===== src/rtl/core/lrs_pkg.sv =====
// types, constants and the cosine polynomial for the lindhard response sum
// no dependencies
package lrs_pkg;
   localparam int ANGLE_BITS = 16;
   localparam int ENERGY_FRAC_BITS = 12;
   localparam int NUM_BITS = 32 + ENERGY_FRAC_BITS;
   localparam int QUEUE_DEPTH = 2;

   localparam logic [2:0] REG_Q_X = 3'd0;
   localparam logic [2:0] REG_Q_Y = 3'd1;
   localparam logic [2:0] REG_HOP = 3'd2;
   localparam logic [2:0] REG_MU = 3'd3;
   localparam logic [2:0] REG_GAP = 3'd4;
   localparam logic [2:0] REG_WEIGHT = 3'd5;

   localparam logic [28:0] ONE_Q28 = 29'd268435456;
   localparam logic [28:0] COS_C1 = 29'd331168970;
   localparam logic [28:0] COS_C2 = 29'd68093890;
   localparam logic [28:0] COS_C3 = 29'd5600498;
   localparam logic [28:0] COS_C4 = 29'd246762;
   localparam logic [28:0] COS_C5 = 29'd6765;

   typedef struct packed {
      logic [15:0] k_angle_x;
      logic [15:0] k_angle_y;
      logic last_point;
   } req_type;

   typedef struct packed {
      logic signed [31:0] response_sum;
      logic saturated;
   } rsp_type;

   // one classified work item for the back end
   typedef struct packed {
      logic add;
      logic neg;
      logic [17:0] mag_gap;
      logic last;
   } job_type;
endpackage


===== src/rtl/core/lrs_queue.sv =====
// two entry queue between front and back
// depends on lrs_pkg
module lrs_queue
   import lrs_pkg::*;
(
   input  logic clock,
   input  logic reset,
   input  logic in_valid,
   output logic in_ready,
   input  job_type in_data,
   output logic out_valid,
   input  logic out_ready,
   output job_type out_data
);
   job_type mem_ff [QUEUE_DEPTH];
   logic wp_ff, rp_ff;
   logic [1:0] cnt_ff;
   logic push, pop;

   assign in_ready = cnt_ff != 2'(QUEUE_DEPTH);
   assign out_valid = cnt_ff != 2'd0;
   assign out_data = mem_ff[rp_ff];
   assign push = in_valid && in_ready;
   assign pop = out_valid && out_ready;

   always_ff @(posedge clock) begin
      if (push) mem_ff[wp_ff] <= in_data;
      if (reset) begin
         wp_ff <= 1'b0;
         rp_ff <= 1'b0;
         cnt_ff <= '0;
      end else begin
         if (push) wp_ff <= ~wp_ff;
         if (pop) rp_ff <= ~rp_ff;
         cnt_ff <= cnt_ff + 2'(push) - 2'(pop);
      end
   end
endmodule


===== config.mk =====
export PLATFORM = sky130hd
export DESIGN_NAME = lrs_queue
export DESIGN_NICKNAME = d
export VERILOG_FILES = /design/src/rtl/core/lrs_pkg.sv /design/src/rtl/core/lrs_queue.sv
export SDC_FILE = /design/constraint.sdc
export NUM_CORES = 1
export LEC_CHECK = 0
export BUFFER_PORTS_ARGS = -buffer_cell sky130_fd_sc_hd__buf_2
export CORE_ASPECT_RATIO = 1.5
export CORE_MARGIN = 5
export CORE_UTILIZATION = 54
export CTS_CLUSTER_SIZE = 8
export DETAILED_ROUTE_END_ITERATION = 10
export PLACE_DENSITY = 0.82
export SYNTH_ARGS = -nofsm -noshare
export SYNTH_HDL_FRONTEND = slang
export SYNTH_SLANG_ARGS = --single-unit

===== constraint.sdc =====
create_clock -name clock -period 4.8 [get_ports clock]
set_input_delay 0.48 -clock clock [delete_from_list [all_inputs] [get_ports clock]]
set_output_delay 0.48 -clock clock [all_outputs]
set_load 0.01 [all_outputs]

Yosys cells after proc, flatten, opt, wreduce, memory -nomap -nowiden
Memories as Yosys holds them, arrays and structs flattened. A register that Yosys moved wholly into a read port is not among the register bits.
Cells that the tools add are included.
{ "word_totals": {"mem_bits_ro": 0, "n_memories": 1, "ramBits": 42, "regBits": 4, "latchBits": 0, "wordCells": 16} }
{ "classes": {"bitwise_logic": 2, "multipliers": 0, "magnitude_cmp": 0, "n_reduce_logical": 3, "addsub": 2, "muxes": 4, "shift": 0, "n_eq_ne": 1, "div_mod_pow": 0} }
{ "mem_list": {"columns": ["name", "words", "word_bits", "rd", "rd_ports_with_merged_regs", "wr", "line_no", "rtl"], "rows": [
  ["mem_ff", 2, 21, 1, 1, 1, "lrs_queue.sv:15", "job_type mem_ff [QUEUE_DEPTH];"]
]} }
{ "op_table": {"columns": ["op", "n"], "rows": [
  ["two-way mux 1 bit", 4],
  ["adder 2 x 1 -> 2 bit", 1],
  ["logical AND 1 bit", 2],
  ["inequality test 2 bit, second input constant", 1],
  ["inverter 1 bit", 2],
  ["nonzero test 2 bit", 1],
  ["subtractor 2 x 1 -> 2 bit", 1]
]} }

Depth between registers and ports, before layout
{ "logic_depth": {"depth_word": 4, "depth_mapped": 8} }

Least setup slack after synthesis
No wires, ideal clock.
{ "synth_path": {"path_kind": "reg-to-reg", "from": "register cnt_ff[0]", "to": "memory mem_ff[0][0] (netlist bit) (enable)", "arrival_ns": 1.494, "path_stages_with_launch": 4, "path_slack_ns": 2.908, "setup_ns": 0.399, "period_less_slack_ns": 1.892, "required_ns": 4.401, "path_cell_list": "dfxtp_1 > nand2b_2 > nand2_2 > nor2_1"} }
{ "synth_between": {"elab_chain_cells": 4} }
{ "synth_rtl": {"columns": ["element", "line_no", "rtl"], "rows": [
  ["start: declaration", "lrs_queue.sv:17", "logic [1:0] cnt_ff;"],
  ["start signal: assignment", "lrs_queue.sv:35", "cnt_ff <= cnt_ff + 2'(push) - 2'(pop);"],
  ["inequality test 2 bit", "lrs_queue.sv:20", "assign in_ready = cnt_ff != 2'(QUEUE_DEPTH);"],
  ["named net in_ready", "lrs_queue.sv:9", "output logic in_ready,"],
  ["logical AND 1 bit", "lrs_queue.sv:23", "assign push = in_valid && in_ready;"],
  ["two-way mux 1 bit", "lrs_queue.sv:27", "if (push) mem_ff[wp_ff] <= in_data;"],
  ["two-way mux 1 bit (not written as such)", "lrs_queue.sv:27", null],
  ["end: declaration", "lrs_queue.sv:15", null]
]} }
The timed path passes the listed nets, and every way through them passes these cells.

==> metrics.log <==
[metrics] result of the run: finished clean
[metrics] Tot GR Track Use: between 10% and 20%
[metrics] GRT overflow: 0
[metrics] cts repair resizes: 0
[metrics] Slowest-stage cell, CP: sky130_fd_sc_hd__dfxtp_1
[metrics] wire length of the first global-routing pass: between 4 and 5 mm
[metrics] time the final worst path needs with I/O delays and setup: 2.24 ns
[metrics] detailed-route vias per instance: a little under 5
[metrics] number of different library cells in the post-synthesis netlist: 16
[metrics] summed negative setup slack over all endpoints: 0 ns
[metrics] power density over cell area: ~480 nW/um^2
[metrics] # port buffers: between 40 and 50
[metrics] post-synthesis share of cell area spent on and, or, nand and nor gates: 3.36%
[metrics] clk_skew: between 0.005 and 0.006 ns
[metrics] final-report max-slew violation count: 0
[metrics] Die Wd: roughly 56 um
[metrics] fraction of final layout cells with drive strength greater than 1: between 40% and 50%
[metrics] overall die area: roughly 4500 um^2
[metrics] share of the yosys chip area belonging to registers: 77.8%
[metrics] number of instances in the synthesized netlist: between 80 and 90
[metrics] number of DRC violations after detailed routing: 0
[metrics] register clock-pin slew on the reported worst setup and hold paths: around 0.070 ns
[metrics] critical path class: reg2out
[metrics] critical-path cell list: mux2_1 > buf_2
[metrics] count of buffering cells on the critical path with inverters included: 1
[metrics] Synth Net Count: between 100 and 150
[metrics] clock tree from TritonCTS: built
[metrics] Initial DRT Pass Iterations: 3
[metrics] number of setup violations in the final report: 0
[metrics] Leakage Power: 0.816 nW
[metrics] cts bufs inserted: 5
[metrics] total number of nets in the final design: 168
[metrics] worst vdd rail ir drop: roughly 0.00033 V
[metrics] Total Power Consumption: around 1.0 mW
[metrics] number of primary I/O pins: between 40 and 50
[metrics] starting density of the core: 56.0%
[metrics] highest achievable clock rate: about 450 MHz
[metrics] most common library cells after synthesis: 42 x sky130_fd_sc_hd__edfxtp_1, 21 x sky130_fd_sc_hd__mux2_1, 5 x sky130_fd_sc_hd__dfxtp_1, 5 x sky130_fd_sc_hd__nor2_1
[metrics] post-synthesis share of cell area spent on xor and xnor gates: about 1.5%
[metrics] Bufs on Longest Clock Path: 2
[metrics] RSZ-0062 raised after global routing: false
[metrics] post-synthesis instance area: approximately 1800 um^2
[metrics] pin count of the biggest net entering global routing: 22
[metrics] diode count: 0
[metrics] CP Data Required Time: 4.32 ns
[metrics] main combinational cell family by area after synthesis: multiplexers
[metrics] synth top area cells: sky130_fd_sc_hd__edfxtp_1 72%, sky130_fd_sc_hd__mux2_1 14%, sky130_fd_sc_hd__dfxtp_1 5.7%
[metrics] fraction of the mapped netlist area in adder cells: approximately 1.4%
[metrics] prevailing post-synth register cell: sky130_fd_sc_hd__edfxtp_1
[metrics] hold-fix buffers at CTS: 0
[metrics] max-slew headroom at the worst pin: between 20% and 30%
[metrics] Synth Register Bits: 47
[metrics] Hold Fails Final Rpt: 0
[metrics] number of warning messages in the yosys log: 0
[metrics] dominant delay contributor by cell family on the critical path: flip-flops
[metrics] initial antenna violation count: 0
[metrics] synthesized area per cell: 19.7 um^2
[metrics] DP Area: between 2000 and 2500 um^2
[metrics] placer's final routability congestion estimate: between 0.6 and 0.7
[metrics] Initial DRC Count: 21
[metrics] Post-DP HPWL: 1.83 mm
[metrics] cell area after layout: between 2000 and 2500 um^2
[metrics] Hold Crit Class: in2reg
[metrics] CTS root buffer: sky130_fd_sc_hd__clkbuf_8
[metrics] share of cell area taken by muxes after synthesis: between 10% and 20%
[metrics] wire per inst: about 14 um
[metrics] # rows: 25
[metrics] Die Y: 79.7 um
[metrics] Synth area leader: sky130_fd_sc_hd__edfxtp_1
[metrics] clock tree sinks: 47
[metrics] Post-synth EDFFs: between 40 and 50
[metrics] count leader, synth: sky130_fd_sc_hd__edfxtp_1
[metrics] async set-reset flop share out of synthesis: 0%
[metrics] critical path endpoint category: primary output
[metrics] kind of launch point of the worst setup path: flop
[metrics] worst path arrival time: about 1.8 ns
[metrics] routed wire length: around 2.6 mm
[metrics] clock latency at the later pin of the worst-skew pair: between 0.2 and 0.3 ns
[metrics] number of setup buffers added after CTS: 0
[metrics] Synth top area share: 72.1%
[metrics] compound-gate portion of the synthesized area: 0.500%
[metrics] # Max-Cap Violations: 0
[metrics] Largest stage delay, worst path: 0.93 ns
[metrics] layout-stage area growth over the synthesis result: 20.0%
[metrics] number of nets still failing antenna checks after routing: 0
[metrics] Crit Path Max Fanout: 21
[metrics] count of fill cells added during filler insertion: 236
[metrics] final clock period utilization by the worst path: a little under half
[metrics] Std-Cell Core Area: 3130 um^2
[metrics] DR vias: around 900
[metrics] actual slew at the worst max-slew pin: about 1.1 ns
[metrics] number of global-route vias before repair: between 900 and 1,000
[metrics] CTS H-tree lvls: 2
[kinds of logic after synthesis]
family          count (synthesis)
compound gates                  1
xor+xnor                        3
fa+ha+maj                       2
buf+inv                         3
flops                          47
mux                            22
simple gates                   11
[placed cells by master (no fill, tap or decap)]
cell type                  Yosys  final
sky130_fd_sc_hd__dfxtp_1       5      5
sky130_fd_sc_hd__xnor2_1       2      2
sky130_fd_sc_hd__buf_2         0     47
sky130_fd_sc_hd__edfxtp_1     42     42
sky130_fd_sc_hd__xor2_1        1      1
sky130_fd_sc_hd__mux2_4        1      1
sky130_fd_sc_hd__or2_1         1      1
sky130_fd_sc_hd__clkinv_1      0      1
sky130_fd_sc_hd__nor2b_1       2      2
sky130_fd_sc_hd__o21a_2        1      1
sky130_fd_sc_hd__ha_1          2      2
sky130_fd_sc_hd__clkinv_2      0      1
sky130_fd_sc_hd__clkbuf_8      0      5
sky130_fd_sc_hd__and3_1        1      1
sky130_fd_sc_hd__nor2_1        5      4
sky130_fd_sc_hd__mux2_1       21     21
sky130_fd_sc_hd__inv_1         1      1
sky130_fd_sc_hd__nor2_2        0      1
sky130_fd_sc_hd__nand2_2       1      1
sky130_fd_sc_hd__nand2b_2      1      1
[final cells by class]
class | count | area (um^2) | area share, %
Timing Repair Buffer | 47 | 235 | 11.2
Inverter | 1 | 3.75 | 0.179
Tap cell | 40 | 50.0 | 2.38
Sequential cell | 47 | 1360 | 64.8
Clock inverter | 2 | 8.76 | 0.417
Clock buffer | 5 | 68.8 | 3.28
Multi-Input combinational cell | 39 | 373 | 17.7
[path summary, 6_finish.rpt]
path	start	endpoint	slack, ns	cells past startpoint
worst max-delay path	flop	out_data[5]	2.56	2
worst min-delay path	in_data[20]	mem_ff[1][20]	0.38	1
worst max register to register	cnt_ff[0]	mem_ff[0][0]	3.01	3
worst min register to register	rp_ff	flop	0.53	2
[flip-flops by register name, summed over array words and instances (netlist names), named ones only]
name / count
rp_ff: 1
wp_ff: 1
mem_ff: 42
cnt_ff: 2
[power breakdown]
group          switching (mW)  internal (mW)
Clock                   0.112         0.0968
Sequential             0.0396          0.517
Combinational           0.122          0.119
[metal layers]
layer | vias to the layer above | track usage, % | share of wire [%]
li1 | 441 | - | -
met1 | 425 | 13.0 | 35
met5 | - | 0 | 0
met4 | 0 | 7.84 | 2.1
met3 | 4 | 4.05 | 7.4
met2 | 28 | 22.2 | 55
[per-stage QoR]
| step | hold WS, ns | setup WS (ns) | instances | utilization (%) |
|---|---|---|---|---|
| 2_1_floorplan | 0.480 | 2.91 | 89 | - |
| 3_3_place_gp | 0.497 | 2.84 | 174 | 64.7 |
| 3_5_place_dp | 0.507 | 2.81 | 174 | 64.7 |
| 4_1_cts | 0.370 | 2.49 | 181 | 67.2 |
| 5_1_grt | 0.364 | 2.41 | 181 | 67.2 |
| 6_report | 0.376 | 2.56 | 181 | 67.2 |
Note: power is estimated with default switching activity, not from simulation.
