File: config.mk
export PLATFORM = sky130hd
export DESIGN_NAME = lrs_front
export DESIGN_NICKNAME = d
export VERILOG_FILES = /design/src/rtl/core/lrs_pkg.sv /design/src/rtl/core/lrs_front.sv
export SDC_FILE = /design/constraint.sdc
export NUM_CORES = 2
export LEC_CHECK = 0
export ABC_AREA = 1
export BUFFER_PORTS_ARGS = -buffer_cell sky130_fd_sc_hd__clkbuf_2
export CAP_MARGIN = 10
export CORE_MARGIN = 2
export CORE_UTILIZATION = 60
export DETAILED_ROUTE_END_ITERATION = 12
export PLACE_DENSITY = 0.77
export SLEW_MARGIN = 5
export SYNTH_ARGS = -nofsm -noshare
export SYNTH_HDL_FRONTEND = slang
export SYNTH_SLANG_ARGS = --single-unit
export TNS_END_PERCENT = 1
File: constraint.sdc
create_clock -name clock -period 21.6 [get_ports clock]
set_input_delay 4.32 -clock clock [delete_from_list [all_inputs] [get_ports clock]]
set_output_delay 4.32 -clock clock [all_outputs]
set_load 0.03 [all_outputs]
File: src/rtl/core/lrs_pkg.sv
// types, constants and the cosine polynomial for the lindhard response sum
// no dependencies
package lrs_pkg;
   localparam int ANGLE_BITS = 16;
   localparam int ENERGY_FRAC_BITS = 12;
   localparam int NUM_BITS = 32 + ENERGY_FRAC_BITS;
   localparam int QUEUE_DEPTH = 2;

   localparam logic [2:0] REG_Q_X = 3'd0;
   localparam logic [2:0] REG_Q_Y = 3'd1;
   localparam logic [2:0] REG_HOP = 3'd2;
   localparam logic [2:0] REG_MU = 3'd3;
   localparam logic [2:0] REG_GAP = 3'd4;
   localparam logic [2:0] REG_WEIGHT = 3'd5;

   localparam logic [28:0] ONE_Q28 = 29'd268435456;
   localparam logic [28:0] COS_C1 = 29'd331168970;
   localparam logic [28:0] COS_C2 = 29'd68093890;
   localparam logic [28:0] COS_C3 = 29'd5600498;
   localparam logic [28:0] COS_C4 = 29'd246762;
   localparam logic [28:0] COS_C5 = 29'd6765;

   typedef struct packed {
      logic [15:0] k_angle_x;
      logic [15:0] k_angle_y;
      logic last_point;
   } req_type;

   typedef struct packed {
      logic signed [31:0] response_sum;
      logic saturated;
   } rsp_type;

   // one classified work item for the back end
   typedef struct packed {
      logic add;
      logic neg;
      logic [17:0] mag_gap;
      logic last;
   } job_type;
endpackage

File: src/rtl/core/lrs_front.sv
// front end: band energies via a shared cosine polynomial unit, occupation test
// depends on lrs_pkg
module lrs_front
   import lrs_pkg::*;
(
   input  logic clock,
   input  logic reset,
   input  logic req_valid,
   output logic req_ready,
   input  req_type req_data,
   input  logic [15:0] q_x,
   input  logic [15:0] q_y,
   input  logic [14:0] hop,
   input  logic signed [15:0] mu,
   input  logic [11:0] min_gap,
   output logic job_valid,
   input  logic job_ready,
   output job_type job_data
);
   typedef enum logic [2:0] {S_IDLE, S_SETUP, S_POLY, S_ENERGY, S_SEND} state_type;

   state_type state_ff;
   logic [1:0] idx_ff;
   logic [2:0] step_ff;
   logic [15:0] ang_ff [4];
   logic last_ff;
   logic [28:0] w_ff, p_ff;
   logic c_neg_ff;
   logic signed [30:0] csum_ff;
   logic signed [17:0] ek_ff;
   logic signed [17:0] en_ff;

   logic [ANGLE_BITS-1:0] m;
   logic [ANGLE_BITS-3:0] r;
   logic [ANGLE_BITS-2:0] y;
   logic [29:0] z;
   logic [59:0] zz;
   logic [57:0] wp;
   logic [28:0] p_next;
   logic signed [29:0] cval;
   logic signed [47:0] prod;
   logic signed [47:0] rnd;
   logic signed [17:0] e_new;
   logic fk, fkq;
   logic signed [18:0] gap;
   logic [18:0] mg;
   logic [1:0] quad;

   always_comb begin
      m = ang_ff[idx_ff][ANGLE_BITS-1:0];
      quad = m[ANGLE_BITS-1:ANGLE_BITS-2];
      r = m[ANGLE_BITS-3:0];
      y = quad[0] ? ({1'b1, {(ANGLE_BITS-2){1'b0}}} - {1'b0, r}) : {1'b0, r};
      z = 30'(y) << (30 - ANGLE_BITS);
      zz = z * z;
      wp = w_ff * p_ff;
      p_next = COS_C1;
      case (step_ff)
         3'd0: p_next = COS_C4 - 29'(wp >> 28);
         3'd1: p_next = COS_C3 - 29'(wp >> 28);
         3'd2: p_next = COS_C2 - 29'(wp >> 28);
         3'd3: p_next = COS_C1 - 29'(wp >> 28);
         default: p_next = COS_C1;
      endcase
      cval = 30'(ONE_Q28) - 30'(wp >> 28);
      if (cval < 0) cval = '0;
      prod = -48'sd2 * $signed({1'b0, hop}) * 48'(csum_ff);
      rnd = prod + 48'sd134217728;
      e_new = 18'(rnd >>> 28);
      fk = ek_ff < mu;
      fkq = en_ff < mu;
      gap = 19'(ek_ff) - 19'(en_ff);
      mg = gap[18] ? 19'(-gap) : gap;
      job_data.add = fk != fkq && mg > 19'(min_gap);
      job_data.neg = (fk != fkq) && ((fk == 1'b1) != gap[18]);
      job_data.mag_gap = 18'(mg);
      job_data.last = last_ff;
   end

   assign req_ready = state_ff == S_IDLE;
   assign job_valid = state_ff == S_SEND;

   always_ff @(posedge clock) begin
      if (reset) begin
         state_ff <= S_IDLE;
      end else begin
         unique case (state_ff)
            S_IDLE: begin
               if (req_valid) begin
                  ang_ff[0] <= req_data.k_angle_x;
                  ang_ff[1] <= req_data.k_angle_y;
                  ang_ff[2] <= req_data.k_angle_x + q_x;
                  ang_ff[3] <= req_data.k_angle_y + q_y;
                  last_ff <= req_data.last_point;
                  idx_ff <= '0;
                  csum_ff <= '0;
                  state_ff <= S_SETUP;
               end
            end
            S_SETUP: begin
               w_ff <= 29'(zz >> 28);
               p_ff <= COS_C5;
               c_neg_ff <= quad == 2'd1 || quad == 2'd2;
               step_ff <= '0;
               state_ff <= S_POLY;
            end
            S_POLY: begin
               if (step_ff == 3'd4) begin
                  csum_ff <= c_neg_ff ? csum_ff - 31'(cval) : csum_ff + 31'(cval);
                  if (idx_ff[0]) state_ff <= S_ENERGY;
                  else state_ff <= S_SETUP;
                  idx_ff <= idx_ff + 2'd1;
               end else begin
                  p_ff <= p_next;
                  step_ff <= step_ff + 3'd1;
               end
            end
            S_ENERGY: begin
               csum_ff <= '0;
               if (idx_ff == 2'd2) begin
                  ek_ff <= e_new;
                  state_ff <= S_SETUP;
               end else begin
                  en_ff <= e_new;
                  state_ff <= S_SEND;
               end
            end
            S_SEND: begin
               if (job_ready) state_ff <= S_IDLE;
            end
            default: state_ff <= S_IDLE;
         endcase
      end
   end
endmodule

-- Word level (Yosys, flattened, before mapping)
Memories as Yosys holds them, arrays and structs flattened. A register that Yosys moved wholly into a read port is not among the register bits.
Cells that the tools add are included.
- register bits: 135
- latch bits: 0
- memory bits (writable): 64
- memory bits (read-only): 0
- input bits: 112
- output and inout bits: 23
- word-level logic and storage cells: 95
- memories: 1
- add/sub/neg operators: 16
- multiply operators: 3
- divide/modulo/power cells: 0
- order comparisons: 4
- equality and inequality tests: 17
- shifts and indexed selects: 0
- muxes and demuxes: 26
- bitwise logic cells: 2
- reductions and logical operators: 16
- memories (memory ; depth ; bits a word ; read ports ; clocked after memory_dff ; wr ports ; line ; text):
    ang_ff ; 4 ; 16 ; 1 ; 1 ; 4 ; lrs_front.sv:25 ; logic [15:0] ang_ff [4];
- operators with widths (operator ; number):
    29-bit one-hot mux with 4 select lines ; 1
    31-bit two-way mux ; 3
    31-bit one-hot mux with 3 select lines ; 1
    29-bit by 29-bit multiplier with 58-bit output ; 1
    29-bit one-hot mux with 2 select lines ; 1
    47-bit by 31-bit multiplier with 45-bit output ; 1
    15-bit negator with 47-bit output ; 1
    46-bit by 29-bit adder with 46-bit output, second input constant ; 1
    18-bit by 16-bit < comparator with 1-bit output ; 2
    16-bit adder ; 2
    31-bit by 30-bit adder with 31-bit output ; 1
    31-bit by 30-bit subtractor with 31-bit output ; 1
    30-bit by 1-bit < comparator with 1-bit output, second input constant ; 1
    30-bit two-way mux ; 1
    29-bit by 30-bit subtractor with 30-bit output, first input constant ; 1
    15-bit by 15-bit multiplier with 29-bit output ; 1
    29-bit two-way mux ; 1
    18-bit by 29-bit subtractor with 29-bit output, first input constant ; 1
    23-bit by 29-bit subtractor with 29-bit output, first input constant ; 1
    27-bit by 29-bit subtractor with 29-bit output, first input constant ; 1
    29-bit subtractor, first input constant ; 1
    19-bit by 12-bit greater-than comparator with 1-bit output ; 1
    19-bit two-way mux ; 1
    19-bit negator ; 1
    other kinds (28) ; 56

-- Longest topological paths before layout
- depth after elaboration: 8
- depth in mapped cells: 67
- depth with buffers taken out: 63

-- Least setup slack after synthesis
OpenSTA, ideal clock, no wires.
- path type: input -> register
- start: in hop[0]
- end: reg ek_ff[17], data pin
- library setup time: 0.256 ns
- arrival: 12.576 ns
- required time: 21.344 ns
- slack: 8.768 ns
- stages: 39
- buffers on the path: 2
- cells stage by stage: clkbuf_1 > inv_1 > ha_1 > nand4_1 > nor2_1 > nand2_1 > or4_1 > nor3_1 > clkbuf_1 > nor2_1 > inv_1 > fa_1 > inv_1 > fa_1 > fa_1 > fa_1 > fa_1 > inv_1 > (+3 left out) > fa_1 > ha_1 > nand2_1 > nor2_1 > inv_1 > nor2_1 > nand3_1 > nand2_1 > a21oi_1 > o21ai_0 > xor2_1 > nand2_1 > nor3_1 > nand2_1 > nor2_1 > inv_1 > nand2_1 > nand2_1
- word-level cells in the longest chain between the ends: 3
- RTL lines (element ; line ; text):
    start: declaration ; lrs_front.sv:13 ; input logic [14:0] hop,
    15-bit negator with 47-bit output ; lrs_front.sv:67 ; prod = -48'sd2 * $signed({1'b0, hop}) * 48'(csum_ff);
    47-bit by 31-bit multiplier with 45-bit output ; lrs_front.sv:67 ;
    46-bit by 29-bit adder with 46-bit output ; lrs_front.sv:68 ; rnd = prod + 48'sd134217728;
    net rnd[45] ; lrs_front.sv:42 ; logic signed [47:0] rnd;
    end signal: assignment ; lrs_front.sv:121 ; ek_ff <= e_new;
    end: declaration ; lrs_front.sv:30 ; logic signed [17:0] ek_ff;
The timed path passes the listed nets, and every way through them passes these cells.
A chain may end at the register's enable or synchronous reset.

-- Worst setup path in the final report
Same ends and word-level chain as after synthesis.

==> qor.txt <==
Status - complete, no violations
Total congestion overflow - 0
Synth Instances - 9868
First-pass GRT wire length - 374000 um
Slowest-stage cell, CP - fa_1
CP peak stage delay - 0.57 ns
Post-Syn Area - 77100 um^2
H-tree depth - 4
Antenna violations before repair - 1
Most frequent cells in the layout - inv_1 (2836), nand2_1 (2477), fa_1 (1604)
Area grow syn2layout - 3.94%
CTS tree - built
Final worst slack - 7.52 ns
Post-synth top area share - 0.416
Initial core utilization - 0.605
Area leader, netlist - fa_1
Vias/cell - 5.52
Prevailing post-synth register cell - edfxtp_1
Drt pass-1 iters - 6
Cell Rows - 131
Die Wd - 363 um
Storage cell area - 5960 um^2
CP max FO - 31
Vias after detailed routing - 63453
Buffer depth of the longest clock path - 2
Clk sinks - 200
Crit-path most repeated cell - nand2_1
DR DRC count - 0
Number of synthesized flops with an enable pin - 195
TNS Setup - 0 ns
Number of synthesis warnings - 0
Final GP Congestion - 1.05
Root Buffer - clkbuf_16
Fill count - 11187
Most common cell after layout, fill and taps aside - inv_1
Post-layout min period - 14.08 ns
Final core utilization - 0.629
Critical Path End Type - flop
Hold crit path type - flop to flop
Drt first-iter violations - 5579
Fmax - 71.0 MHz
I/O Buffers - 134
Total Wirelength - 238000 um
Async S/R FF share, synth - 0
Vias in the first global route - 66691
Tcrit/Tclk final - 0.652
Yosys cell types - 67
Max-Cap Viols - 0
Synthesized flop and latch total - 200
Slew Limit Headroom - 0.141
Core Area - 128000 um^2
Hold-fix buffers, CTS - 0
Io pins - 135
WL/cell - 20.7 um
DP HPWL - 193000 um
Final Hold Violating Endpoints - 0
Sequential fraction of the synthesis area - 0.0772
Actual slew at the worst max-slew pin - 1.29 ns
RSZ-0062 raised after global routing - false
Multi-input logic area - 59300 um^2
CP startpoint kind - input port
Pre-CTS WS - 7.08 ns
CP Class - input port to flop
Routed Antenna Nets - 0
Post-CTS Setup Inserts - 0
CTS Buf Count - 17
Final Setup Violations - 0
Clock Latency Late Sink - 0.54 ns
Worst EP required - 21.87 ns
CTS clk-pin slew, worst paths - 0.08 ns
Die H - 363 um
Worst path arrival time - 14.35 ns
Avg Inst Size Synth - 7.82 um^2
Share of layout cells above drive strength 1 - 0.0364
Pins Over Slew Limit - 0
Hold_ws - 0.549 ns
Cts repair resizes - 0
Synth top area cells - fa_1 (42%), inv_1 (14%), nand2_1 (12%), ha_1 (11%), edfxtp_1 (7.6%)
Post-layout nets - 12190
Largest net degree at the start of global routing - 65
Die ar. - 131000 um^2
Gr usage total - 0.374
Clk_skew - 0.0210 ns
==> layout make-up <==
| type | instances | area share |
|---|---|---|
| Timing Repair Buffer | 234 | 0.0177 |
| Multi-Input combinational cell | 6509 | 0.740 |
| Antenna cell | 2 | 0.0000624 |
| Inverter | 2858 | 0.134 |
| Clock buffer | 17 | 0.00531 |
| Sequential cell | 200 | 0.0743 |
| Tap cell | 1662 | 0.0259 |
| Clock inverter | 15 | 0.00270 |
==> metal layers <==
layer / track usage / vias up / part of all wire
met5: 0 / - / 0
met3: 0.0819 / 685 / 0.10
li1: - / 28407 / -
met4: 0.169 / 0 / 0.052
met1: 0.498 / 31205 / 0.40
met2: 0.589 / 3156 / 0.45
==> registers in the layout (all words and copies together), names as in the netlist, named ones only <==
signal / cells
ang_ff: 64
c_neg_ff: 1
csum_ff: 31
ek_ff: 18
en_ff: 18
idx_ff: 2
last_ff: 1
p_ff: 29
state_ff: 3
step_ff: 3
w_ff: 28
==> path summary, 6_finish.rpt <==
| path | endpoint | cells after the start | startpoint | slack (ns) |
|---|---|---|---|---|
| worst max-delay path | ek_ff[17]$_DFFE_PP_ | 42 | hop[0] | 7.52 |
| worst min-delay path | flop | 1 | idx_ff[1]$_DFFE_PP_ | 0.55 |
| worst max register to register | csum_ff[27]$_SDFFCE_PP0P_ | 53 | w_ff[11]$_DFFE_PP_ | 8.68 |
| worst min register to register | flop | 1 | idx_ff[1]$_DFFE_PP_ | 0.55 |
==> synthesized netlist by cell type (6+ instances only) <==
| cell type | instances |
|---|---|
| nor3_1 | 54 |
| xor2_1 | 157 |
| o21ai_0 | 158 |
| clkinv_1 | 9 |
| o21ai_1 | 19 |
| a21boi_0 | 7 |
| nand4_1 | 74 |
| clkbuf_1 | 262 |
| inv_1 | 2836 |
| ha_1 | 654 |
| nand3b_1 | 10 |
| nor2_1 | 545 |
| nand3_1 | 178 |
| nor2_2 | 9 |
| a31oi_1 | 14 |
| buf_1 | 58 |
| nor2_4 | 9 |
| inv_2 | 12 |
| a32oi_1 | 10 |
| fa_1 | 1604 |
| nand2_2 | 19 |
| o21bai_1 | 12 |
| a21o_1 | 6 |
| o211ai_1 | 12 |
| nor4_1 | 14 |
| a211oi_1 | 10 |
| a21oi_1 | 283 |
| edfxtp_1 | 195 |
| xnor2_1 | 62 |
| o21a_1 | 21 |
| nand2_1 | 2478 |
| or2_2 | 12 |
==> logic make-up after synthesis <==
family	Yosys count	share of synthesized area
adder cells (fa/ha/maj)	2258	0.522
multiplexers	1	0.000146
AND/OR/NAND/NOR	3422	0.177
other	2	0.0000974
XOR/XNOR	221	0.0254
flip-flops	200	0.0772
buffers and inverters	3183	0.155
AO/OA/AOI/OAI	581	0.0423
==> critical path: cells and delay by family <==
| kind | cells | cell delay (ns) |
|---|---|---|
| XOR/XNOR | 1 | 0.41 |
| buffers and inverters | 9 | 1.48 |
| adder cells (fa/ha/maj) | 9 | 4.32 |
| AO/OA/AOI/OAI | 6 | 0.96 |
| AND/OR/NAND/NOR | 17 | 2.80 |
==> stage by stage <==
stage	area (um^2)	cells
after floorplan	77200	9892
after global placement	79500	11463
after detailed placement	79500	11463
after CTS	80200	11495
after global routing	80200	11495
final	80200	11497
Power is not shown: default switching activity piles up to over one toggle a cycle in this logic, so the estimate is an artifact.
