`src/rtl/core/lrs_pkg.sv`:
```
// types, constants and the cosine polynomial for the lindhard response sum
// no dependencies
package lrs_pkg;
   localparam int ANGLE_BITS = 16;
   localparam int ENERGY_FRAC_BITS = 12;
   localparam int NUM_BITS = 32 + ENERGY_FRAC_BITS;
   localparam int QUEUE_DEPTH = 2;

   localparam logic [2:0] REG_Q_X = 3'd0;
   localparam logic [2:0] REG_Q_Y = 3'd1;
   localparam logic [2:0] REG_HOP = 3'd2;
   localparam logic [2:0] REG_MU = 3'd3;
   localparam logic [2:0] REG_GAP = 3'd4;
   localparam logic [2:0] REG_WEIGHT = 3'd5;

   localparam logic [28:0] ONE_Q28 = 29'd268435456;
   localparam logic [28:0] COS_C1 = 29'd331168970;
   localparam logic [28:0] COS_C2 = 29'd68093890;
   localparam logic [28:0] COS_C3 = 29'd5600498;
   localparam logic [28:0] COS_C4 = 29'd246762;
   localparam logic [28:0] COS_C5 = 29'd6765;

   typedef struct packed {
      logic [15:0] k_angle_x;
      logic [15:0] k_angle_y;
      logic last_point;
   } req_type;

   typedef struct packed {
      logic signed [31:0] response_sum;
      logic saturated;
   } rsp_type;

   // one classified work item for the back end
   typedef struct packed {
      logic add;
      logic neg;
      logic [17:0] mag_gap;
      logic last;
   } job_type;
endpackage

```
`src/rtl/core/lrs_back.sv`:
```
// back end: serial divider, saturating accumulator and result register
// depends on lrs_pkg
module lrs_back
   import lrs_pkg::*;
(
   input  logic clock,
   input  logic reset,
   input  logic job_valid,
   output logic job_ready,
   input  job_type job_data,
   input  logic [31:0] weight,
   output logic rsp_valid,
   input  logic rsp_ready,
   output rsp_type rsp_data
);
   typedef enum logic [1:0] {B_IDLE, B_DIV, B_ACC, B_OUT} state_type;

   state_type state_ff;
   job_type job_ff;
   logic [5:0] cnt_ff;
   logic [NUM_BITS-1:0] quo_ff;
   logic [33:0] rem_ff;
   logic signed [47:0] acc_ff;
   logic clip_ff;
   rsp_type rsp_ff;

   logic [33:0] den;
   logic [35:0] trial;
   logic [34:0] rem_sh;
   logic [NUM_BITS:0] term;
   logic signed [49:0] nxt;
   logic [33:0] half;
   logic [33:0] rem_r;

   always_comb begin
      den = 34'(job_ff.mag_gap) << 16;
      rem_sh = {rem_ff, quo_ff[NUM_BITS-1]};
      trial = {1'b0, rem_sh} - {2'b0, den};
      // round to nearest: compare remainder with den/2
      half = den >> 1;
      rem_r = rem_ff;
      term = {1'b0, quo_ff} + ((rem_r >= den - half) ? 45'd1 : 45'd0);
      nxt = job_ff.neg ? 50'(acc_ff) - 50'(term) : 50'(acc_ff) + 50'(term);
   end

   assign job_ready = state_ff == B_IDLE;
   assign rsp_valid = state_ff == B_OUT;
   assign rsp_data = rsp_ff;

   always_ff @(posedge clock) begin
      if (reset) begin
         state_ff <= B_IDLE;
         acc_ff <= '0;
         clip_ff <= 1'b0;
      end else begin
         unique case (state_ff)
            B_IDLE: begin
               if (job_valid) begin
                  job_ff <= job_data;
                  quo_ff <= {weight, {ENERGY_FRAC_BITS{1'b0}}};
                  rem_ff <= '0;
                  cnt_ff <= '0;
                  state_ff <= job_data.add ? B_DIV : B_ACC;
               end
            end
            B_DIV: begin
               if (!trial[35]) begin
                  rem_ff <= trial[33:0];
                  quo_ff <= {quo_ff[NUM_BITS-2:0], 1'b1};
               end else begin
                  rem_ff <= rem_sh[33:0];
                  quo_ff <= {quo_ff[NUM_BITS-2:0], 1'b0};
               end
               cnt_ff <= cnt_ff + 6'd1;
               if (cnt_ff == 6'(NUM_BITS - 1)) state_ff <= B_ACC;
            end
            B_ACC: begin
               logic signed [47:0] a;
               logic c;
               a = acc_ff;
               c = clip_ff;
               if (job_ff.add) begin
                  if (nxt > 50'sh7FFFFFFFFFFF) begin
                     a = 48'sh7FFFFFFFFFFF;
                     c = 1'b1;
                  end else if (nxt < -50'sh800000000000) begin
                     a = 48'sh800000000000;
                     c = 1'b1;
                  end else begin
                     a = 48'(nxt);
                  end
               end
               if (job_ff.last) begin
                  if (a > 48'sh00007FFFFFFF) begin
                     rsp_ff.response_sum <= 32'sh7FFFFFFF;
                     rsp_ff.saturated <= 1'b1;
                  end else if (a < -48'sh000080000000) begin
                     rsp_ff.response_sum <= 32'sh80000000;
                     rsp_ff.saturated <= 1'b1;
                  end else begin
                     rsp_ff.response_sum <= 32'(a);
                     rsp_ff.saturated <= c;
                  end
                  acc_ff <= '0;
                  clip_ff <= 1'b0;
                  state_ff <= B_OUT;
               end else begin
                  acc_ff <= a;
                  clip_ff <= c;
                  state_ff <= B_IDLE;
               end
            end
            B_OUT: begin
               if (rsp_ready) state_ff <= B_IDLE;
            end
            default: state_ff <= B_IDLE;
         endcase
      end
   end
endmodule

```
`config.mk`:
```
export PLATFORM = sky130hd
export DESIGN_NAME = lrs_back
export DESIGN_NICKNAME = d
export VERILOG_FILES = /design/src/rtl/core/lrs_pkg.sv /design/src/rtl/core/lrs_back.sv
export SDC_FILE = /design/constraint.sdc
export NUM_CORES = 1
export LEC_CHECK = 0
export BUFFER_PORTS_ARGS = -buffer_cell sky130_fd_sc_hd__buf_2
export CORE_MARGIN = 2
export CORE_UTILIZATION = 35
export DETAILED_ROUTE_END_ITERATION = 12
export MAX_ROUTING_LAYER = met4
export SYNTH_ARGS = -nofsm -noshare
export SYNTH_HDL_FRONTEND = slang
export SYNTH_SLANG_ARGS = --single-unit
export TNS_END_PERCENT = 20
```
`constraint.sdc`:
```
create_clock -name clock -period 13.4 [get_ports clock]
set_input_delay 1.34 -clock clock [delete_from_list [all_inputs] [get_ports clock]]
set_output_delay 1.34 -clock clock [all_outputs]
set_load 0.01 [all_outputs]
```
======== After elaboration in Yosys (flattened, before gate mapping) ========
Cells that the tools add are included.
storage, ports and cells
  word-level logic and storage cells ...... 65
  output and inout bits ................... 35
  bits in registers ....................... 189
  bits of input ports ..................... 57
operators by class
  magnitude comparators ................... 5
  mux-type cells .......................... 27
  $add $sub $neg .......................... 6
  reductions and logical operators ........ 7
  equality and inequality tests ........... 7
  bitwise gates (word level) .............. 1
operators with widths
  operator                                                                        number
  48-bit two-way mux                                                              6
  44-bit case mux with 2 select lines                                             1
  34-bit two-way mux                                                              2
  34-bit case mux with 2 select lines                                             1
  50-bit by 48-bit > comparator with 1-bit output, second input constant          1
  50-bit by 48-bit less-than comparator with 1-bit output, second input constant  1
  50-bit two-way mux                                                              1
  48-bit by 46-bit adder with 49-bit output                                       1
  48-bit by 46-bit subtractor with 49-bit output                                  1
  48-bit by 32-bit > comparator with 1-bit output, second input constant          1
  48-bit by 32-bit less-than comparator with 1-bit output, second input constant  1
  44-bit by 1-bit adder with 45-bit output                                        1
  44-bit two-way mux                                                              1
  35-bit by 34-bit subtractor with 36-bit output                                  1
  34-bit greater-or-equal comparator                                              1
  34-bit by 33-bit subtractor with 34-bit output                                  1
  33-bit two-way mux                                                              1
  6-bit case mux with 2 select lines                                              1
  3-bit AND reduction                                                             4
  2-bit two-way mux                                                               5
  2-bit case mux with 4 select lines                                              1
  6-bit by 1-bit adder with 6-bit output, second input constant                   1
  6-bit == test, second input constant                                            1
  1-bit two-way mux                                                               6
  other kinds (9)                                                                 11

======== Longest topological paths before layout ========
  depth in word-level cells ............... 14
  mapped depth ............................ 54
  depth with buffers taken out ............ 52

======== Worst setup path before layout ========
No wires, ideal clock.
  kind .................................... reg2reg
  from .................................... reg job_ff (netlist bit den[17])
  to ...................................... reg rsp_ff (netlist bit rsp_data[14]) (data pin)
  library setup time ...................... 258 ps
  clock period less this slack ............ 10,581 ps
  setup slack ............................. 2,819 ps
  data required time ...................... 13,142 ps
  stages on the path, launching flop included .. 51
  arrival time ............................ 10,323 ps
  path buffers ............................ 2
  cell sequence ........................... edfxtp_1 inv_1 ha_1 o21bai_1 a21oi_1 o21ai_0 a21oi_1 o21ai_0 a21oi_1 o21ai_0 a21oi_1 nor2b_1 o41a_1 a41o_1 nor2_1 xor2_1 ha_1 nand4b_1 [15 not listed] and3_1 a31oi_1 xnor2_1 ha_1 clkbuf_1 a21o_1 a21o_1 a21oi_1 o21ai_0 a211oi_1 o21ai_0 nor4_1 nor4_2 a2111oi_1 o22ai_1 nor4_4 buf_6 a21oi_1
between the ends
  word-level cells in the longest chain between the ends .. 14
  elaborated cells on any way between the ends .. 17
  those cells by class .................... 4 x add/sub; 5 x order compare; 8 x mux
RTL lines
  item                                                                                                         RTL line        RTL
  from (decl)                                                                                                  lrs_back.sv:19  job_type job_ff;
  from (signal assigned)                                                                                       lrs_back.sv:59  job_ff <= job_data;
  34-bit by 33-bit subtractor with 34-bit output *                                                             lrs_back.sv:42  term = {1'b0, quo_ff} + ((rem_r >= den - half) ? 45'd1 : 45'd0);
  34-bit greater-or-equal comparator *                                                                         lrs_back.sv:42
  1-bit two-way mux *                                                                                          lrs_back.sv:42
  44-bit by 1-bit adder with 45-bit output *                                                                   lrs_back.sv:42
  48-bit by 46-bit adder with 49-bit output or 48-bit by 46-bit subtractor with 49-bit output (tied branches)  lrs_back.sv:43  nxt = job_ff.neg ? 50'(acc_ff) - 50'(term) : 50'(acc_ff) + 50'(term);
  50-bit two-way mux *                                                                                         lrs_back.sv:43
  50-bit by 48-bit less-than comparator with 1-bit output                                                      lrs_back.sv:86  end else if (nxt < -50'sh800000000000) begin
  48-bit two-way mux                                                                                           lrs_back.sv:86
  48-bit two-way mux *                                                                                         lrs_back.sv:83  if (nxt > 50'sh7FFFFFFFFFFF) begin
  48-bit two-way mux *                                                                                         lrs_back.sv:82  if (job_ff.add) begin
  48-bit two-way mux *                                                                                         lrs_back.sv:56  unique case (state_ff)
  48-bit two-way mux *                                                                                         lrs_back.sv:51  if (reset) begin
  48-bit by 32-bit less-than comparator with 1-bit output                                                      lrs_back.sv:97  end else if (a < -48'sh000080000000) begin
  33-bit two-way mux                                                                                           lrs_back.sv:97
  to (decl)                                                                                                    lrs_back.sv:25  rsp_type rsp_ff;
Every way passes the cells marked *; elsewhere a longest branch is shown, timed or not. The select of a mux whose other input is x is not followed.
A chain may end at the register's enable or synchronous reset.

======== Final worst setup path ========
  from .................................... reg job_ff (netlist bit den[17])
  to ...................................... reg rsp_ff (netlist bit rsp_data[12]) (data pin)
The elaborated chain is that of the path after synthesis.

==> flow_metrics.tcl <==
set metrics [dict create \
    drive_gt1_frac 0.0927 \
    critPathBufInv 3 \
    synthTopCellsByCount "nand2_1 (217), nor2_1 (169), a21oi_1 (167)" \
    core_um2 46500 \
    route.detailed.drc 0 \
    detail_route.wirelength.met1_mm 23.0 \
    place_ws_ps 996 \
    peakVddDrop_uv 114 \
    cts_max_path_buffers 2 \
    io_buffers 91 \
    slew_viol_final 0 \
    grtUsageTotal 0.200 \
    area_growth_pct 9.49 \
    routedWlPerCell_um 17.6 \
    drt_iter0_markers 1283 \
    htreeDepth 4 \
    synth_flop_cell "edfxtp_1" \
    layout.nets 2181 \
    fin_cells 2636 \
    p_total_uw 1810 \
    rrSetupSlack_ps 1160 \
    ys_top_cells_by_area "edfxtp_1 (25%), ha_1 (8.1%), dfxtp_1 (6.2%), a21oi_1 (5.1%), nand2_1 (5.0%)" \
    drt_pass1_iterations 6 \
    fin_crit_ps 12240 \
    syn_avg_cell_area_um2 8.19 \
    syn_inst 2004 \
    r2r-start "den[17]$_DFFE_PP_" \
    grt_pass1_wl_mm 74.7 \
    status "finished, final reports clean" \
    place_inst 2604 \
    std_cell_rows 79 \
    slew_headroom 0.245 \
    cts_tree "yes" \
    via_per_inst 5.64 \
    synth_edf_count 138 \
    fmax_ghz 0.0817 \
    dp_hpwl_mm 35.2 \
    worstHoldPathCells 2 \
    maxCapViolations 0 \
    hold_viol 0 \
    tightestPinTransition_ps 1130 \
    synth.most_common_cell "nand2_1" \
    cts.reportedPaths.clkPinSlew_ps 80 \
    detail-route-antenna-nets 0 \
    critPathMostFrequentCell "o21ai_0" \
    slowest_stage "nor4_2" \
    cts_setup_buffers 0 \
    min_path_type "flip-flop to flip-flop" \
    synth_cell_types 92 \
    syn_nets 2169 \
    antenna_found_initial 0 \
    die_area_um2 48600 \
    async_reset_ff_frac 0 \
    ys_seq_area_frac 0.315 \
    timing.final.crit_share 0.913 \
    cp_max_fo 31 \
    route.met2.wl_mm 20.1 \
    hold_start "acc_ff[0]$_SDFFE_PP0P_" \
    hold_end "acc_ff[0]$_SDFFE_PP0P_" \
    r2r_end "rsp_data[12]$_SDFFCE_PN1P_" \
    cts-root-buf "clkbuf_16" \
    synth_top_cell_area_share 0.253 \
    wl_met3_mm 2.70 \
    start_kind "flip-flop" \
    grt-ovfl-total 0 \
    dpl_cell_area_um2 17300 \
    crit_arrival_ps 12480 \
    setup_viol 0 \
    cp.required_ps 13640 \
    rsz0062_at_grt "no" \
    gp_congestion 0.909 \
    grt_start_max_net_pins 59 \
    synth_area_um2 16400 \
    synth-warning-count 0 \
    worst_path_largest_cell_delay_ps 540 \
    numCtsBuffers 17 \
    wl_mm 46.5 \
    power_density_nw_per_um2 101 \
    cellLeakagePower_uw 0.00708 \
    vias 14900 \
    ctsHoldBuffers 0 \
    setup_slack_ps 1160 \
    endpoint_kind "flip-flop" \
    fin_setup_tns_ps 0 \
    rr_worst_depth 50 \
    yosysTopAreaCell "edfxtp_1" \
    fin_skew_ps 24.7 \
    die_x_um 221 \
    crit_family "compound AO/OA/AOI/OAI gates" \
    highest_layer "met4" \
    boundaryPins 92 \
    cts_sinks 189 \
    finish.instance_area_um2 18000 \
    ys_seq_elements 189 \
    initial_core_util 0.353 \
    first_global_vias 13600 \
    dieHeight_um 221 \
    clkLatencyLatePin_ps 510 \
    path_class "flip-flop to flip-flop" \
    n_antenna_cell 0 \
]
-- layer usage --
metal | vias to the layer above | global-route usage
met5 | - | -
met4 | 0 | 0.0540
met3 | 39 | 0.0307
met2 | 452 | 0.290
met1 | 6984 | 0.289
li1 | 7404 | -
-- tightest hold or removal path, delay by kind of cell, from the launching register on --
kind / cells / cell delay, ps
AOI/OAI and AO/OA: 1 / 80
DFF: 1 / 340
and+or+nand+nor: 1 / 80
-- report_power, final --
group	internal [uW]	switching (uW)	leakage [uW]	total, uW
clock	272	276	0.000301	548
combinational	206	342	0.00508	549
sequential	672	43.0	0.00171	715
-- worst max path at each step --
stage,from,end,cells past startpoint
CTS,den[17]$_DFFE_PP_,rsp_data[18]$_SDFFCE_PN1P_,50
floorplan,den[17]$_DFFE_PP_,rsp_data[14]$_SDFFCE_PN1P_,50
global route,den[17]$_DFFE_PP_,rsp_data[29]$_SDFFCE_PN1P_,50
global placement,den[17]$_DFFE_PP_,rsp_data[6]$_SDFFCE_PN1P_,49
finish,den[17]$_DFFE_PP_,rsp_data[12]$_SDFFCE_PN1P_,50
detailed placement,den[17]$_DFFE_PP_,rsp_data[18]$_SDFFCE_PN1P_,50
-- state kept, by name, indices dropped and copies added (netlist names) --
name,count
job_ff,3
rsp_data,33
cnt_ff,6
quo_ff,44
acc_ff,48
state_ff,2
rem_ff,34
clip_ff,1
den,18
-- layout by cell type (no fill, tap or decap), drive strengths merged, types with 21 or more instances in the layout --
cell	n
a21o	37
a21oi	167
a22oi	48
a31oi	55
and2	44
and3	21
buf	112
dfxtp	51
edfxtp	138
ha	106
inv	107
nand2	217
nand2b	24
nand3	55
nand4	41
nor2	170
nor2b	21
nor3	39
nor4	27
o21ai	120
o2bb2ai	26
xnor2	85
xor2	60
-- final cells by class --
cell class / count / area [um2]
timing repair buffer: 112 / 613
sequential: 189 / 5160
multi-input combinational: 1596 / 10400
inverter: 100 / 375
fill: 4770 / 28500
clock inverter: 15 / 206
clock buffer: 17 / 425
tap: 607 / 759
-- logic make-up (layout without fill, tap and decap cells) --
group,after synthesis,count (layout),share of synthesized area
mux,12,12,0.00763
xor+xnor,145,145,0.0774
simple gates,706,706,0.213
buf+inv,219,244,0.0545
compound gates,621,621,0.247
flops,189,189,0.315
fa+ha+maj,112,112,0.0858
-- stage by stage --
stage / util / hold slack [ps]
after floorplan: - / 462
after global placement: 0.373 / 496
after detailed placement: 0.373 / 512
after CTS: 0.386 / 531
after global routing: 0.387 / 553
final: 0.387 / 537
-- timing repair --
action                                  4_1_cts  5_1_grt
resized for setup                             0        2
endpoints found under the hold margin         0        0
endpoints found under the setup margin        0       32
(Power assumes the default switching activity.)
